File: config.mk
export PLATFORM = sky130hd
export DESIGN_NAME = vram_oam_dma_register_controller
export DESIGN_NICKNAME = d
export VERILOG_FILES = /design/src/hw/rtl/vodrc_pkg.sv /design/src/hw/rtl/vram_oam_dma_register_controller.sv
export VERILOG_INCLUDE_DIRS = /design/src /design/src/hw/rtl
export SDC_FILE = /design/constraint.sdc
export NUM_CORES = 1
export LEC_CHECK = 0
export BUFFER_PORTS_ARGS = -buffer_cell sky130_fd_sc_hd__buf_4
export CORE_ASPECT_RATIO = 0.75
export CORE_MARGIN = 1.5
export CORE_UTILIZATION = 55
export DETAILED_ROUTE_END_ITERATION = 16
export GPL_ROUTABILITY_DRIVEN = 1
export PLACE_DENSITY = 0.78
export SLEW_MARGIN = 5
export SYNTH_ARGS = -nofsm -noshare
export SYNTH_HDL_FRONTEND = slang
export SYNTH_SLANG_ARGS = --single-unit
File: constraint.sdc
create_clock -name clock -period 4.5 [get_ports clock]
set_input_delay 0.675 -clock clock [delete_from_list [all_inputs] [get_ports clock]]
set_output_delay 0.675 -clock clock [all_outputs]
set_load 0.005 [all_outputs]
File: src/hw/rtl/vram_oam_dma_register_controller_macros.svh
// assertion macros shared by the dma register controller
`ifndef VRAM_OAM_DMA_REGISTER_CONTROLLER_MACROS_SVH
`define VRAM_OAM_DMA_REGISTER_CONTROLLER_MACROS_SVH

// same-cycle implication, checked out of reset
`define VODRC_ASSERT_NOW(name, clk, rst, ante, cons) \
   name: assert property (@(posedge clk) disable iff (rst) (ante) |-> (cons)) \
      else $error("vodrc: same-cycle check failed");

// next-cycle implication, checked out of reset
`define VODRC_ASSERT_NEXT(name, clk, rst, ante, cons) \
   name: assert property (@(posedge clk) disable iff (rst) (ante) |=> (cons)) \
      else $error("vodrc: next-cycle check failed");

`endif

File: src/hw/rtl/vodrc_pkg.sv
// types and constants of the oam / vram dma register controller
package vodrc_pkg;

   typedef enum logic [1:0] {
      OP_WRITE = 2'd0,
      OP_READ  = 2'd1,
      OP_TICK  = 2'd2
   } op_type;

   localparam logic [7:0] REG_OAM_DMA  = 8'h46;
   localparam logic [7:0] REG_SRC_HI   = 8'h51;
   localparam logic [7:0] REG_SRC_LO   = 8'h52;
   localparam logic [7:0] REG_DST_HI   = 8'h53;
   localparam logic [7:0] REG_DST_LO   = 8'h54;
   localparam logic [7:0] REG_HDMA_CTL = 8'h55;

   localparam logic [15:0] OAM_BASE     = 16'hFE00;
   localparam logic [15:0] VRAM_BASE    = 16'h8000;
   localparam logic [11:0] OAM_BYTES    = 12'd160;
   localparam logic [11:0] HBLANK_BLOCK = 12'd16;
   localparam logic [15:0] HBLANK_STEP  = 16'd16;
   localparam logic [11:0] IDLE_LEN     = 12'h800;
   localparam logic [7:0]  OPEN_BUS     = 8'hFF;

   localparam int unsigned REQ_DATA_W = 16;
   localparam int unsigned RSP_DATA_W = 56;

endpackage

File: src/hw/rtl/vram_oam_dma_register_controller.sv
// register side of the oam dma and vram hdma engines
//
//   channel  | ports       | direction | payload
//   ---------+-------------+-----------+------------------------------------------
//   request  | req_t*      | in        | op, register, write byte
//   response | rsp_t*      | out       | read byte, copy command (src, dst, len)
//
// one transaction per cycle sustained while the response is not stalled; a
// transaction passes the request register, then the response register. the hdma
// register file is updated when a transaction moves into the response register.
// reset clears both valid flags, the addresses and the h-blank flag; mode and length go idle.
// a stalled response holds; one more request waits in the request register.

`include "vram_oam_dma_register_controller_macros.svh"

module vram_oam_dma_register_controller (
   input  logic        clock,
   input  logic        reset,
   input  logic        req_tvalid,
   output logic        req_tready,
   input  logic [vodrc_pkg::REQ_DATA_W-1:0] req_tdata,  // reg_req [7:0], data [15:8]
   input  logic [1:0]  req_tuser,  // op [1:0]
   output logic        rsp_tvalid,
   input  logic        rsp_tready,
   output logic [vodrc_pkg::RSP_DATA_W-1:0] rsp_tdata,  // read_data [7:0], copy_src [23:8],
                                   // copy_dst [39:24], copy_len [51:40], zeros
   output logic        rsp_tuser   // copy_valid [0]
);

   // request register
   logic        req_valid_ff, req_valid_in;
   logic [1:0]  op_ff;
   logic [7:0]  reg_ff;
   logic [7:0]  data_ff;

   // response register
   logic        rsp_valid_ff, rsp_valid_in;
   logic [7:0]  read_data_ff, read_data_in;
   logic        copy_valid_ff, copy_valid_in;
   logic [15:0] copy_src_ff, copy_src_in;
   logic [15:0] copy_dst_ff, copy_dst_in;
   logic [11:0] copy_len_ff, copy_len_in;

   // hdma register file
   logic [15:0] src_addr_ff, src_addr_in;
   logic [15:0] dst_offset_ff, dst_offset_in;
   logic        mode_bit_ff, mode_bit_in;
   logic [11:0] remaining_len_ff, remaining_len_in;
   logic        hblank_active_ff, hblank_active_in;

   logic        rsp_free;
   logic        advance;
   logic [11:0] ctl_len;
   logic [7:0]  ctl_read;

   assign rsp_free   = !rsp_valid_ff || rsp_tready;
   assign advance    = req_valid_ff && rsp_free;
   assign req_tready = !req_valid_ff || rsp_free;

   assign req_valid_in = (req_tvalid && req_tready) || (req_valid_ff && !rsp_free);
   assign rsp_valid_in = advance || (rsp_valid_ff && !rsp_tready);

   // length written to the control register, in bytes
   assign ctl_len  = {8'({1'b0, data_ff[6:0]} + 8'd1), 4'b0000};
   assign ctl_read = {mode_bit_ff, 7'd0} | (remaining_len_ff[11:4] - 8'd1);

   always_comb begin
      read_data_in     = vodrc_pkg::OPEN_BUS;
      copy_valid_in    = 1'b0;
      copy_src_in      = '0;
      copy_dst_in      = '0;
      copy_len_in      = '0;
      src_addr_in      = src_addr_ff;
      dst_offset_in    = dst_offset_ff;
      mode_bit_in      = mode_bit_ff;
      remaining_len_in = remaining_len_ff;
      hblank_active_in = hblank_active_ff;
      unique case (op_ff)
         vodrc_pkg::OP_WRITE: begin
            unique case (reg_ff)
               vodrc_pkg::REG_OAM_DMA: begin
                  copy_valid_in = 1'b1;
                  copy_src_in   = {data_ff, 8'h00};
                  copy_dst_in   = vodrc_pkg::OAM_BASE;
                  copy_len_in   = vodrc_pkg::OAM_BYTES;
               end
               vodrc_pkg::REG_SRC_HI: src_addr_in = {data_ff, src_addr_ff[7:4], 4'b0000};
               vodrc_pkg::REG_SRC_LO: src_addr_in = {src_addr_ff[15:8], data_ff[7:4], 4'b0000};
               vodrc_pkg::REG_DST_HI: dst_offset_in = {3'b000, data_ff[4:0], dst_offset_ff[7:0]};
               vodrc_pkg::REG_DST_LO: begin
                  dst_offset_in = {3'b000, dst_offset_ff[12:8], data_ff[7:4], 4'b0000};
               end
               vodrc_pkg::REG_HDMA_CTL: begin
                  priority if (hblank_active_ff && !data_ff[7]) begin
                     // stop an h-blank transfer in progress
                     hblank_active_in = 1'b0;
                     mode_bit_in      = 1'b0;
                     remaining_len_in = ctl_len;
                  end else if (!data_ff[7]) begin
                     // general copy, done at once
                     copy_valid_in    = 1'b1;
                     copy_src_in      = src_addr_ff;
                     copy_dst_in      = vodrc_pkg::VRAM_BASE + dst_offset_ff;
                     copy_len_in      = ctl_len;
                     mode_bit_in      = 1'b1;
                     remaining_len_in = vodrc_pkg::IDLE_LEN;
                  end else begin
                     hblank_active_in = 1'b1;
                     mode_bit_in      = 1'b0;
                     remaining_len_in = ctl_len;
                  end
               end
               default: ;
            endcase
         end
         vodrc_pkg::OP_READ: begin
            unique case (reg_ff)
               vodrc_pkg::REG_SRC_HI:   read_data_in = src_addr_ff[7:0];
               vodrc_pkg::REG_SRC_LO:   read_data_in = src_addr_ff[15:8];
               vodrc_pkg::REG_DST_HI:   read_data_in = dst_offset_ff[7:0];
               vodrc_pkg::REG_DST_LO:   read_data_in = dst_offset_ff[15:8];
               vodrc_pkg::REG_HDMA_CTL: read_data_in = ctl_read;
               default:                 read_data_in = vodrc_pkg::OPEN_BUS;
            endcase
         end
         vodrc_pkg::OP_TICK: begin
            if (hblank_active_ff) begin
               copy_valid_in = 1'b1;
               copy_src_in   = src_addr_ff;
               copy_dst_in   = vodrc_pkg::VRAM_BASE + dst_offset_ff;
               copy_len_in   = vodrc_pkg::HBLANK_BLOCK;
               src_addr_in   = src_addr_ff + vodrc_pkg::HBLANK_STEP;
               dst_offset_in = dst_offset_ff + vodrc_pkg::HBLANK_STEP;
               if (remaining_len_ff <= vodrc_pkg::HBLANK_BLOCK) begin
                  // last block of the transfer
                  mode_bit_in      = 1'b1;
                  remaining_len_in = vodrc_pkg::IDLE_LEN;
                  hblank_active_in = 1'b0;
               end else begin
                  remaining_len_in = remaining_len_ff - vodrc_pkg::HBLANK_BLOCK;
               end
            end
         end
         default: ;
      endcase
   end

   always_ff @(posedge clock) begin
      if (reset) begin
         req_valid_ff     <= 1'b0;
         rsp_valid_ff     <= 1'b0;
         src_addr_ff      <= '0;
         dst_offset_ff    <= '0;
         mode_bit_ff      <= 1'b1;
         remaining_len_ff <= vodrc_pkg::IDLE_LEN;
         hblank_active_ff <= 1'b0;
      end else begin
         req_valid_ff <= req_valid_in;
         rsp_valid_ff <= rsp_valid_in;
         if (advance) begin
            src_addr_ff      <= src_addr_in;
            dst_offset_ff    <= dst_offset_in;
            mode_bit_ff      <= mode_bit_in;
            remaining_len_ff <= remaining_len_in;
            hblank_active_ff <= hblank_active_in;
         end
      end
   end

   always_ff @(posedge clock) begin
      if (req_tvalid && req_tready) begin
         op_ff   <= req_tuser;
         reg_ff  <= req_tdata[7:0];
         data_ff <= req_tdata[15:8];
      end
      if (advance) begin
         read_data_ff  <= read_data_in;
         copy_valid_ff <= copy_valid_in;
         copy_src_ff   <= copy_src_in;
         copy_dst_ff   <= copy_dst_in;
         copy_len_ff   <= copy_len_in;
      end
   end

   assign rsp_tvalid = rsp_valid_ff;
   assign rsp_tuser  = copy_valid_ff;
   assign rsp_tdata  = {4'b0000, copy_len_ff, copy_dst_ff, copy_src_ff, read_data_ff};

   `VODRC_ASSERT_NOW(a_active_clears_mode, clock, reset, hblank_active_ff, !mode_bit_ff)
   `VODRC_ASSERT_NOW(a_len_whole_blocks, clock, reset, 1'b1,
                     remaining_len_ff != 12'd0 && remaining_len_ff[3:0] == 4'd0)
   `VODRC_ASSERT_NOW(a_no_copy_zero_fields, clock, reset, rsp_valid_ff && !copy_valid_ff,
                     copy_src_ff == 16'd0 && copy_dst_ff == 16'd0 && copy_len_ff == 12'd0)
   `VODRC_ASSERT_NEXT(a_last_block_ends, clock, reset,
                      advance && op_ff == vodrc_pkg::OP_TICK && hblank_active_ff &&
                      remaining_len_ff <= vodrc_pkg::HBLANK_BLOCK,
                      !hblank_active_ff && mode_bit_ff && copy_valid_ff)

endmodule

-- Word-level counts from Yosys, hierarchy flattened
Index checks and enable logic that the tools add are counted.
- bits in latches: 0
- flip-flop bits (word level): 119
- bits in read-only memories: 0
- memories: 0
- logic and storage cells: 117
- input bits: 22
- output and inout port bits: 59
- bits in writable memories: 0
- div/mod/pow operators: 0
- equality and inequality tests: 22
- shift operators: 0
- bitwise logic cells: 1
- add/sub/neg operators: 6
- multipliers: 0
- magnitude comparators: 1
- mux-type cells: 43
- reduce and logical (&&, ||, !) cells: 25
- operators by type and width (kind ; number):
    16-bit one-hot mux with 2 select lines ; 8
    16-bit two-way mux ; 8
    12-bit two-way mux ; 7
    12-bit one-hot mux with 2 select lines ; 3
    8-bit by 7-bit equality test with 1-bit output (second input constant) ; 6
    8-bit one-hot mux with 5 select lines ; 1
    16-bit by 5-bit adder with 16-bit output (second input constant) ; 2
    5-bit AND reduction ; 5
    2-bit inequality test (second input constant) ; 11
    16-bit adder (first input constant) ; 1
    4-bit AND reduction ; 4
    12-bit by 5-bit <= comparator with 1-bit output (second input constant) ; 1
    12-bit by 5-bit subtractor with 12-bit output (second input constant) ; 1
    1-bit two-way mux ; 11
    3-bit inequality test (second input constant) ; 3
    7-bit by 1-bit adder with 8-bit output (second input constant) ; 1
    8-bit bitwise OR ; 1
    1-bit one-hot mux with 2 select lines ; 4
    8-bit by 1-bit subtractor with 8-bit output (second input constant) ; 1
    1-bit logical AND ; 5
    1-bit zero test ; 5
    5-bit two-way mux ; 1
    1-bit logical OR ; 4
    2-bit by 1-bit equality test with 1-bit output (second input constant) ; 1
    3 further kinds ; 3

-- Logic depth before layout (Yosys ltp)
Gate-level depths: netlist (run 1).
- word-level depth: 5
- mapped depth: 8
- mapped depth without buffers: 7

-- Worst setup path after synthesis (run 1)
OpenSTA, ideal clock, no wires.
- kind: input-to-reg
- from: in rsp_tready
- to: reg hblank_active_ff
- library setup time: 92 ps
- buffers on the path: 1
- arrival time: 3286 ps
- data required time: 4408 ps
- stages: 5
- slack: 1122 ps
- cells stage by stage: nor2b_1 > buf_2 > nor2b_1 > a31oi_1 > a311oi_1
- longest elaborated chain between the ends: 3
- RTL lines (what ; RTL line ; text):
    from (decl) ; vram_oam_dma_register_controller.sv:24 ; input logic rsp_tready,
    1-bit logical OR ; vram_oam_dma_register_controller.sv:56 ; assign rsp_free = !rsp_valid_ff || rsp_tready;
    1-bit logical AND ; vram_oam_dma_register_controller.sv:57 ; assign advance = req_valid_ff && rsp_free;
    named net advance ; vram_oam_dma_register_controller.sv:52 ; logic advance;
    4-bit AND reduction (no line) ; n/a ;
    to (signal assigned) ; vram_oam_dma_register_controller.sv:165 ; hblank_active_ff <= hblank_active_in;
    to (decl) ; vram_oam_dma_register_controller.sv:49 ; logic hblank_active_ff, hblank_active_in;
The timed path passes the listed nets, and every way through them passes these cells.
A chain may end at the register's enable or synchronous reset.

-- Final worst setup path (run 1)
- from: reg reg_ff[1]
- to: reg copy_src_ff[14] (data pin)
- longest elaborated chain between the ends: 3
- elaborated cells on any way between the ends: 4
- those cells by class: 2 x eq/ne; 2 x mux
- RTL lines (what ; RTL line ; text):
    from (decl) ; vram_oam_dma_register_controller.sv:33 ; logic [7:0] reg_ff;
    from (signal assigned) ; vram_oam_dma_register_controller.sv:173 ; reg_ff <= req_tdata[7:0];
    8-bit by 7-bit equality test with 1-bit output ; vram_oam_dma_register_controller.sv:80 ; unique case (reg_ff)
    16-bit one-hot mux with 2 select lines (*) ; vram_oam_dma_register_controller.sv:80 ;
    16-bit one-hot mux with 2 select lines (*) ; vram_oam_dma_register_controller.sv:78 ; unique case (op_ff)
    named net copy_src_in[14] ; vram_oam_dma_register_controller.sv:40 ; logic [15:0] copy_src_ff, copy_src_in;
    to (signal assigned) ; vram_oam_dma_register_controller.sv:179 ; copy_src_ff <= copy_src_in;
    to (decl) ; vram_oam_dma_register_controller.sv:40 ;
The timed path passes the listed nets; every way through them passes the cells marked *.

==> out/qor.txt, run 1 <==
CLOCK NETWORK
-------------------------------------------------------------------------------------
Clk_lat worst skew                                                            0.34 ns
Post-cts resize count                                                               0
Clock Path Buffers                                                                  2
Buffers inserted by post-CTS timing repair                                          0
Count of clock tree sinks                                                          96
Clk Tree Root Cell                                                       sky130_fd_sc_hd__clkbuf_16
H-tree level count                                                                  3
Number of buffers added by the clock tree synthesis step                            9
Clock-pin slew of the registers on the worst-case setup and hold paths        0.06 ns
Number of buffers added to fix hold violations after cts                            0
Clock tree from TritonCTS                                                       built

SYNTHESIS
-------------------------------------------------------------------------------------
Mean instance size in the synthesized netlist                               10.1 um^2
Count of flip-flops with a built-in enable after synthesis                         60
Count of state elements after synthesis                                            96
Number of warnings reported in the yosys synthesis log                              0
Combined area of all synthesized cells                                   0.00508 mm^2
Async set-reset flop share out of synthesis                                         0
Number of instances in the synthesized netlist                                    505
Top_reg_cell synth                                                       sky130_fd_sc_hd__edfxtp_1
Number of unique standard cell types used by synthesis                             68
Register area share after synthesis                                             0.497

CELLS AND AREA
-------------------------------------------------------------------------------------
Design Area, Final                                                       0.00588 mm^2
Register Area                                                            0.00252 mm^2
Final core utilization                                                          0.653
Area of combinational cells with multiple inputs                         0.00227 mm^2
Final antenna diode count                                                           0
Count of placed standard cells in the final layout, fillers left out              668
NumNets Final                                                                     578
Fill cell instance count of the final layout                                      737
Fraction of final layout cells sized beyond drive strength 1                    0.198
Area added between synthesis and finish                                         15.9%

GLOBAL ROUTE
-------------------------------------------------------------------------------------
Total routing usage reported by global routing                                  0.283
Antenna violations before repair                                                    0
Pin count of the biggest net entering global routing                               35
Total congestion overflow after global routing                                      0
Vias in the first global route                                                  3,814
Wire length of the first global-routing pass                                21,100 um

SETUP PATH
-------------------------------------------------------------------------------------
RR Startpoint                                                               reg_ff[1]
Worst EP required                                                             4.71 ns
Maximum fanout along the worst path                                                25
Flop2flop setup slack                                                         1.71 ns
Reg2reg end                                                              copy_src_ff[14]
Cells on worst reg2reg path                                                         6
WS Path Type                                                             register to register
Type of element launching the critical path                                  register
Arr. time, crit path                                                          3.00 ns
Element type at the critical path end                                        register

FLOORPLANNING
-------------------------------------------------------------------------------------
Number of placed I/O pins                                                          81
Area of the placeable core                                               0.00901 mm^2
Die area                                                                 0.00982 mm^2
Chip Width                                                                     114 um
Chip Height                                                                   86.2 um
Row Count                                                                          30
Starting Density                                                                0.563

PLACE
-------------------------------------------------------------------------------------
Final Wtd Congestion                                                            0.938
Instance count after placement with tap cells included                            652
Port Buf Inserts                                                                   72
DP HPWL                                                                       9390 um
Post-Place Cell Area                                                     0.00556 mm^2

DRT
-------------------------------------------------------------------------------------
Number of optimization iterations in the first detailed-route pass                  5
Overall routed net length                                                   13,500 um
Residual DRC count                                                                  0
First DRT Iteration DRCs                                                          435
DRT antenna net count                                                               0
Mean routed wirelength per cell                                               20.2 um
Per-cell via count in the routed design                                          6.34
Via count of the routed design                                                  4,238

HOLD PATH
-------------------------------------------------------------------------------------
Hold Path Origin                                                         req_tdata[11]
Number of cells on the worst hold path                                              1
End point of the worst hold path                                           data_ff[3]
Worst min path class                                                     input pin to register

TIMING
-------------------------------------------------------------------------------------
# setup viols final                                                                 0
Final Hold Vio Count                                                                0
Shortest period the worst path allows                                         2.79 ns
Pins over their slew limit                                                          0
Slew at the pin closest to its max-slew limit                                 1.07 ns
Hold slack final                                                             0.508 ns
Final critical-path share of the clock period                                   0.621
Setup tns final                                                                  0 ns
Unrepaired setup endpoints after global routing                                 false
Max-slew headroom                                                               0.286
Highest Clock Rate                                                            358 MHz
Final setup skew                                                           0.00835 ns

POWER AND IR DROP
-------------------------------------------------------------------------------------
Power density of the placed cells                                         333 mW/mm^2
Leakage                                                                       2.18 nW
Worst VDD drop                                                                 270 uV

JOB
-------------------------------------------------------------------------------------
Number of violations of the max-capacitance limit                                   0

OUTCOME
-------------------------------------------------------------------------------------
Result of the run                                                        finished, final reports clean

==> worst max path at each step <==
stage,startpoint,to,slack (ns),depth (start not counted)
final,reg_ff[1],copy_src_ff[14],1.71,6
after floorplan,rsp_tready,hblank_active_ff,1.12,5
after detailed placement,reg_ff[1],copy_src_ff[14],1.77,6
after global routing,reg_ff[1],copy_src_ff[12],1.52,6
after CTS,reg_ff[1],copy_src_ff[14],1.74,6
after global placement,reg_ff[1],src_addr_ff[6],1.83,5
==> placed cells by master (no fill, tap or decap), types with 8 or more instances in the layout <==
| cell | instances |
|---|---|
| sky130_fd_sc_hd__inv_1 | 11 |
| sky130_fd_sc_hd__clkbuf_16 | 9 |
| sky130_fd_sc_hd__dfxtp_1 | 36 |
| sky130_fd_sc_hd__buf_4 | 77 |
| sky130_fd_sc_hd__xnor2_1 | 8 |
| sky130_fd_sc_hd__a22o_1 | 8 |
| sky130_fd_sc_hd__and2_1 | 15 |
| sky130_fd_sc_hd__a21oi_1 | 35 |
| sky130_fd_sc_hd__nor2_1 | 37 |
| sky130_fd_sc_hd__nand2_1 | 36 |
| sky130_fd_sc_hd__conb_1 | 9 |
| sky130_fd_sc_hd__o22ai_1 | 8 |
| sky130_fd_sc_hd__and3_1 | 8 |
| sky130_fd_sc_hd__nand3_1 | 19 |
| sky130_fd_sc_hd__nor3_1 | 21 |
| sky130_fd_sc_hd__a21o_1 | 9 |
| sky130_fd_sc_hd__o21ai_0 | 22 |
| sky130_fd_sc_hd__edfxtp_1 | 60 |
==> worst max-delay path, stage by stage, from the launching register on <==
cell and delay [ns]:
sky130_fd_sc_hd__edfxtp_1 0.67, sky130_fd_sc_hd__nor2b_1 0.20, sky130_fd_sc_hd__buf_4 0.21, sky130_fd_sc_hd__nand4_1 0.12
sky130_fd_sc_hd__or3_1 0.36, sky130_fd_sc_hd__a21oi_2 0.81, sky130_fd_sc_hd__a22o_1 0.28
==> cells by family (layout without fill, tap and decap cells) <==
family / after synthesis / after routing / synth area share
xor gates and xnor gates: 15 / 15 / 0.0259
and+or+nand+nor: 174 / 174 / 0.179
buffers and inverters: 62 / 105 / 0.0626
other: 1 / 9 / 0.000739
AOI/OAI and AO/OA: 149 / 149 / 0.217
adders and majority gates: 5 / 5 / 0.0123
DFF: 96 / 96 / 0.497
muxes: 3 / 3 / 0.00592
==> state kept, by name, indices dropped and copies added, names as in the netlist <==
signal,flops
copy_src_ff,13
copy_dst_ff,12
dst_offset_ff,12
src_addr_ff,12
copy_len_ff,8
data_ff,8
read_data_ff,8
reg_ff,8
remaining_len_ff,8
op_ff,2
hblank_active_ff,1
mode_bit_ff,1
req_valid_ff,1
rsp_tuser,1
rsp_tvalid,1
==> layer usage <==
layer  wire, um  global-route usage
met5          0                   0
met4        286              0.0966
met3       1270              0.0566
met2       5770               0.407
met1       6180               0.428
==> area by class of cell <==
class	count	area share
well taps	112	0.0238
clock buffers	12	0.0419
repair buffers	77	0.0983
inverters	12	0.00766
flip-flops and latches	96	0.429
clock inverters	4	0.0132
multi-input cells	355	0.386
==> report_power, final <==
part / total (mW) / switching [mW] / internal, mW
sequential: 0.994 / 0.0339 / 0.960
combinational: 0.134 / 0.0762 / 0.0582
clock: 0.828 / 0.322 / 0.506
total: 1.96 / 0.432 / 1.52
==> cell usage after synthesis, types with 5 or more instances <==
| cell | instances | area share |
|---|---|---|
| sky130_fd_sc_hd__edfxtp_1 | 60 | 0.35 |
| sky130_fd_sc_hd__nor2_1 | 37 | 0.027 |
| sky130_fd_sc_hd__dfxtp_1 | 36 | 0.14 |
| sky130_fd_sc_hd__nand2_1 | 36 | 0.027 |
| sky130_fd_sc_hd__a21oi_1 | 35 | 0.035 |
| sky130_fd_sc_hd__clkbuf_1 | 23 | 0.017 |
| sky130_fd_sc_hd__o21ai_0 | 22 | 0.022 |
| sky130_fd_sc_hd__nor3_1 | 21 | 0.021 |
| sky130_fd_sc_hd__nand3_1 | 19 | 0.019 |
| sky130_fd_sc_hd__buf_4 | 16 | 0.024 |
| sky130_fd_sc_hd__and2_1 | 15 | 0.018 |
| sky130_fd_sc_hd__inv_1 | 11 | 0.0081 |
| sky130_fd_sc_hd__a21o_1 | 9 | 0.013 |
| sky130_fd_sc_hd__a22o_1 | 8 | 0.014 |
| sky130_fd_sc_hd__and3_1 | 8 | 0.0099 |
| sky130_fd_sc_hd__buf_2 | 8 | 0.0079 |
| sky130_fd_sc_hd__o22ai_1 | 8 | 0.0099 |
| sky130_fd_sc_hd__xnor2_1 | 8 | 0.014 |
| sky130_fd_sc_hd__nor2b_1 | 7 | 0.0086 |
| sky130_fd_sc_hd__o32ai_1 | 7 | 0.012 |
| sky130_fd_sc_hd__xor2_1 | 7 | 0.012 |
| sky130_fd_sc_hd__a22oi_1 | 6 | 0.0089 |
| sky130_fd_sc_hd__a311oi_1 | 6 | 0.010 |
| sky130_fd_sc_hd__a31oi_1 | 6 | 0.0074 |
| sky130_fd_sc_hd__a211oi_1 | 5 | 0.0074 |
| sky130_fd_sc_hd__ha_1 | 5 | 0.012 |
| sky130_fd_sc_hd__nand4_1 | 5 | 0.0062 |
| sky130_fd_sc_hd__o211ai_1 | 5 | 0.0074 |
==> through the flow <==
| step | total power, mW | worst slack, ns |
|---|---|---|
| detailed placement | 1.14 | 1.77 |
| floorplan | 1.09 | 1.12 |
| finish | 1.96 | 1.71 |
| CTS | 1.96 | 1.74 |
| global placement | 1.14 | 1.83 |
| global route | 2.01 | 1.52 |
Note: power is estimated with default switching activity, not from simulation.
==> run 2: changes to the inputs <==
==> constraint.sdc (replaced) <==
create_clock -name clock -period 2.91 [get_ports clock]
set_input_delay 0.4365 -clock clock [delete_from_list [all_inputs] [get_ports clock]]
set_output_delay 0.4365 -clock clock [all_outputs]
set_load 0.005 [all_outputs]
==> out/qor.txt, run 2 (synthesis gave the netlist of run 1 again) <==
GLOBAL ROUTE
-------------------------------------------------------------------------------------
Total congestion overflow after global routing                                      0   unchanged
Pin count of the biggest net entering global routing                               35   unchanged
Vias in the first global route                                                  3,933   +3.1%
Total routing usage reported by global routing                                  0.298   +0.0146
Antenna violations before repair                                                    0   unchanged
Wire length of the first global-routing pass                                21,800 um   +3.4%

CELLS AND AREA
-------------------------------------------------------------------------------------
NumNets Final                                                                     591   +2.2%
Final core utilization                                                          0.667   +0.0139
Final antenna diode count                                                           0   unchanged
Leading cell type in the layout, fill and taps excluded                  sky130_fd_sc_hd__buf_4
Highest-count cells in the layout ignoring fill and taps                 sky130_fd_sc_hd__buf_4, sky130_fd_sc_hd__edfxtp_1, sky130_fd_sc_hd__nor2_1
Area of combinational cells with multiple inputs                         0.00227 mm^2   unchanged
Area added between synthesis and finish                                         18.4%
Count of placed standard cells in the final layout, fillers left out              681   +1.9%
Fill cell instance count of the final layout                                      728   -1.2%
Register Area                                                            0.00252 mm^2   unchanged
Max reg flops                                                                      13   unchanged
Fraction of final layout cells sized beyond drive strength 1                    0.216   +0.0183
Register with the most flip-flops                                         copy_src_ff

SETUP PATH
-------------------------------------------------------------------------------------
Reg2reg end                                                              dst_offset_ff[4]
Element type at the critical path end                                        register
Arr. time, crit path                                                          2.63 ns   -0.37 ns
Cells on worst reg2reg path                                                         5   -1
Type of element launching the critical path                                  register
RR Startpoint                                                               reg_ff[1]
Worst EP required                                                             3.16 ns   -1.55 ns
WS Path Type                                                             register to register
Maximum fanout along the worst path                                                 9   -64%
Flop2flop setup slack                                                         0.54 ns   -1.17 ns

TIMING
-------------------------------------------------------------------------------------
Final setup skew                                                           0.00350 ns   -0.00485 ns
Unrepaired setup endpoints after global routing                                 false
Hold slack final                                                             0.262 ns   -0.246 ns
# setup viols final                                                                 0   unchanged
Setup tns final                                                                  0 ns   unchanged
Pins over their slew limit                                                          0   unchanged
Highest Clock Rate                                                            421 MHz   +18%
Slew at the pin closest to its max-slew limit                                0.985 ns   -0.0864 ns
Final critical-path share of the clock period                                   0.815   +0.195
Shortest period the worst path allows                                         2.37 ns   -0.421 ns
Max-slew headroom                                                               0.336   +0.0507
Final Hold Vio Count                                                                0   unchanged

FLOORPLANNING
-------------------------------------------------------------------------------------
Area of the placeable core                                               0.00901 mm^2   unchanged
Number of placed I/O pins                                                          81   unchanged
Chip Height                                                                   86.2 um   unchanged
Chip Width                                                                     114 um   unchanged
Row Count                                                                          30   unchanged
Die area                                                                 0.00982 mm^2   unchanged
Starting Density                                                                0.563   unchanged

CLOCK NETWORK
-------------------------------------------------------------------------------------
Clock-pin slew of the registers on the worst-case setup and hold paths        0.06 ns   about the same
Post-cts resize count                                                               0   unchanged
Number of buffers added to fix hold violations after cts                            0   unchanged
Number of buffers added by the clock tree synthesis step                            9   unchanged
Clk Tree Root Cell                                                       sky130_fd_sc_hd__clkbuf_16
Count of clock tree sinks                                                          96   unchanged
H-tree level count                                                                  3   unchanged
Buffers inserted by post-CTS timing repair                                          0   unchanged
Clk_lat worst skew                                                            0.35 ns   about the same
Clock tree from TritonCTS                                                       built
Clock Path Buffers                                                                  2   unchanged

OUTCOME
-------------------------------------------------------------------------------------
Result of the run                                                        finished, final reports clean

POWER AND IR DROP
-------------------------------------------------------------------------------------
Power density of the placed cells                                         515 mW/mm^2   +55%
Worst VDD drop                                                                 521 uV   +93%
Leakage                                                                       2.25 nW   +3.2%

HOLD PATH
-------------------------------------------------------------------------------------
End point of the worst hold path                                           data_ff[6]
Hold Path Origin                                                         req_tdata[14]
Worst min path class                                                     input pin to register
Number of cells on the worst hold path                                              1   unchanged

DRT
-------------------------------------------------------------------------------------
Mean routed wirelength per cell                                               20.4 um   +0.92%
Number of optimization iterations in the first detailed-route pass                  6   +1
First DRT Iteration DRCs                                                          436   +0.23%
Overall routed net length                                                   13,900 um   +2.9%
Residual DRC count                                                                  0   unchanged
Via count of the routed design                                                  4,275   +0.87%
DRT antenna net count                                                               0   unchanged
Per-cell via count in the routed design                                          6.28   -1.1%

PLACE
-------------------------------------------------------------------------------------
Instance count after placement with tap cells included                            665   +2.0%
Port Buf Inserts                                                                   72   unchanged
DP HPWL                                                                       9650 um   +2.8%
Final Wtd Congestion                                                            0.923   -1.5%

JOB
-------------------------------------------------------------------------------------
Number of violations of the max-capacitance limit                                   0   unchanged

-- run 2: changes by cell type in the layout (fill, tap and decap cells not counted) --
cell	delta
sky130_fd_sc_hd__inv_6	-1
sky130_fd_sc_hd__buf_4	+12
sky130_fd_sc_hd__bufinv_16	+1
sky130_fd_sc_hd__clkinvlp_4	+1
sky130_fd_sc_hd__buf_12	+1
sky130_fd_sc_hd__clkbuf_8	-1
-- run 2: how the worst max path moves through the flow --
stage / startpoint / to / slack (ns) / cells past startpoint
final: reg_ff[1] / dst_offset_ff[4] / 0.54 / 5
after global routing: reg_ff[1] / dst_offset_ff[4] / 0.37 / 5
after CTS: reg_ff[1] / copy_src_ff[10] / 0.62 / 6
after detailed placement: rsp_tready / src_addr_ff[13] / 0.52 / 6
after global placement: rsp_tready / src_addr_ff[13] / 0.61 / 6
after floorplan: rsp_tready / hblank_active_ff / 0.62 / 5
-- run 2: area by class of cell --
| cell class | instances | area share |
|---|---|---|
| clock buffers | 11 | 0.0387 |
| well taps | 112 | 0.0233 |
| repair buffers | 90 | 0.115 |
| flip-flops and latches | 96 | 0.420 |
| clock inverters | 5 | 0.0177 |
| multi-input cells | 355 | 0.378 |
| inverters | 12 | 0.00750 |
-- run 2: power breakdown --
group	leakage [nW]	total, mW	switching (mW)	internal, mW
Sequential	0.823	1.52	0.0372	1.49
Combinational	1.27	0.238	0.137	0.101
Clock	0.160	1.34	0.495	0.841
-- run 2: through the flow --
| stage | total power [mW] | setup slack [ns] | area [um^2] |
|---|---|---|---|
| after floorplan | 1.68 | 0.616 | 5110 |
| after global placement | 1.78 | 0.608 | 5670 |
| after detailed placement | 1.79 | 0.516 | 5670 |
| after CTS | 3.11 | 0.622 | 6010 |
| after global routing | 3.19 | 0.370 | 6010 |
| final | 3.10 | 0.537 | 6010 |
-- run 2: per-layer routing --
layer / up-vias / global-route usage / share of wire
met1: 2017 / 0.427 / 0.43
met4: 0 / 0.116 / 0.020
met5: - / 0 / 0
li1: 1987 / - / -
met3: 25 / 0.0762 / 0.10
met2: 246 / 0.436 / 0.45
-- run 2: worst max-delay path, stage by stage, from the launching register on --
cell                       delay [ns]
sky130_fd_sc_hd__edfxtp_1        0.52
sky130_fd_sc_hd__nor2b_1         0.51
sky130_fd_sc_hd__nand3_1         0.36
sky130_fd_sc_hd__a21boi_1        0.49
sky130_fd_sc_hd__a21oi_1         0.13
sky130_fd_sc_hd__a311oi_1        0.27
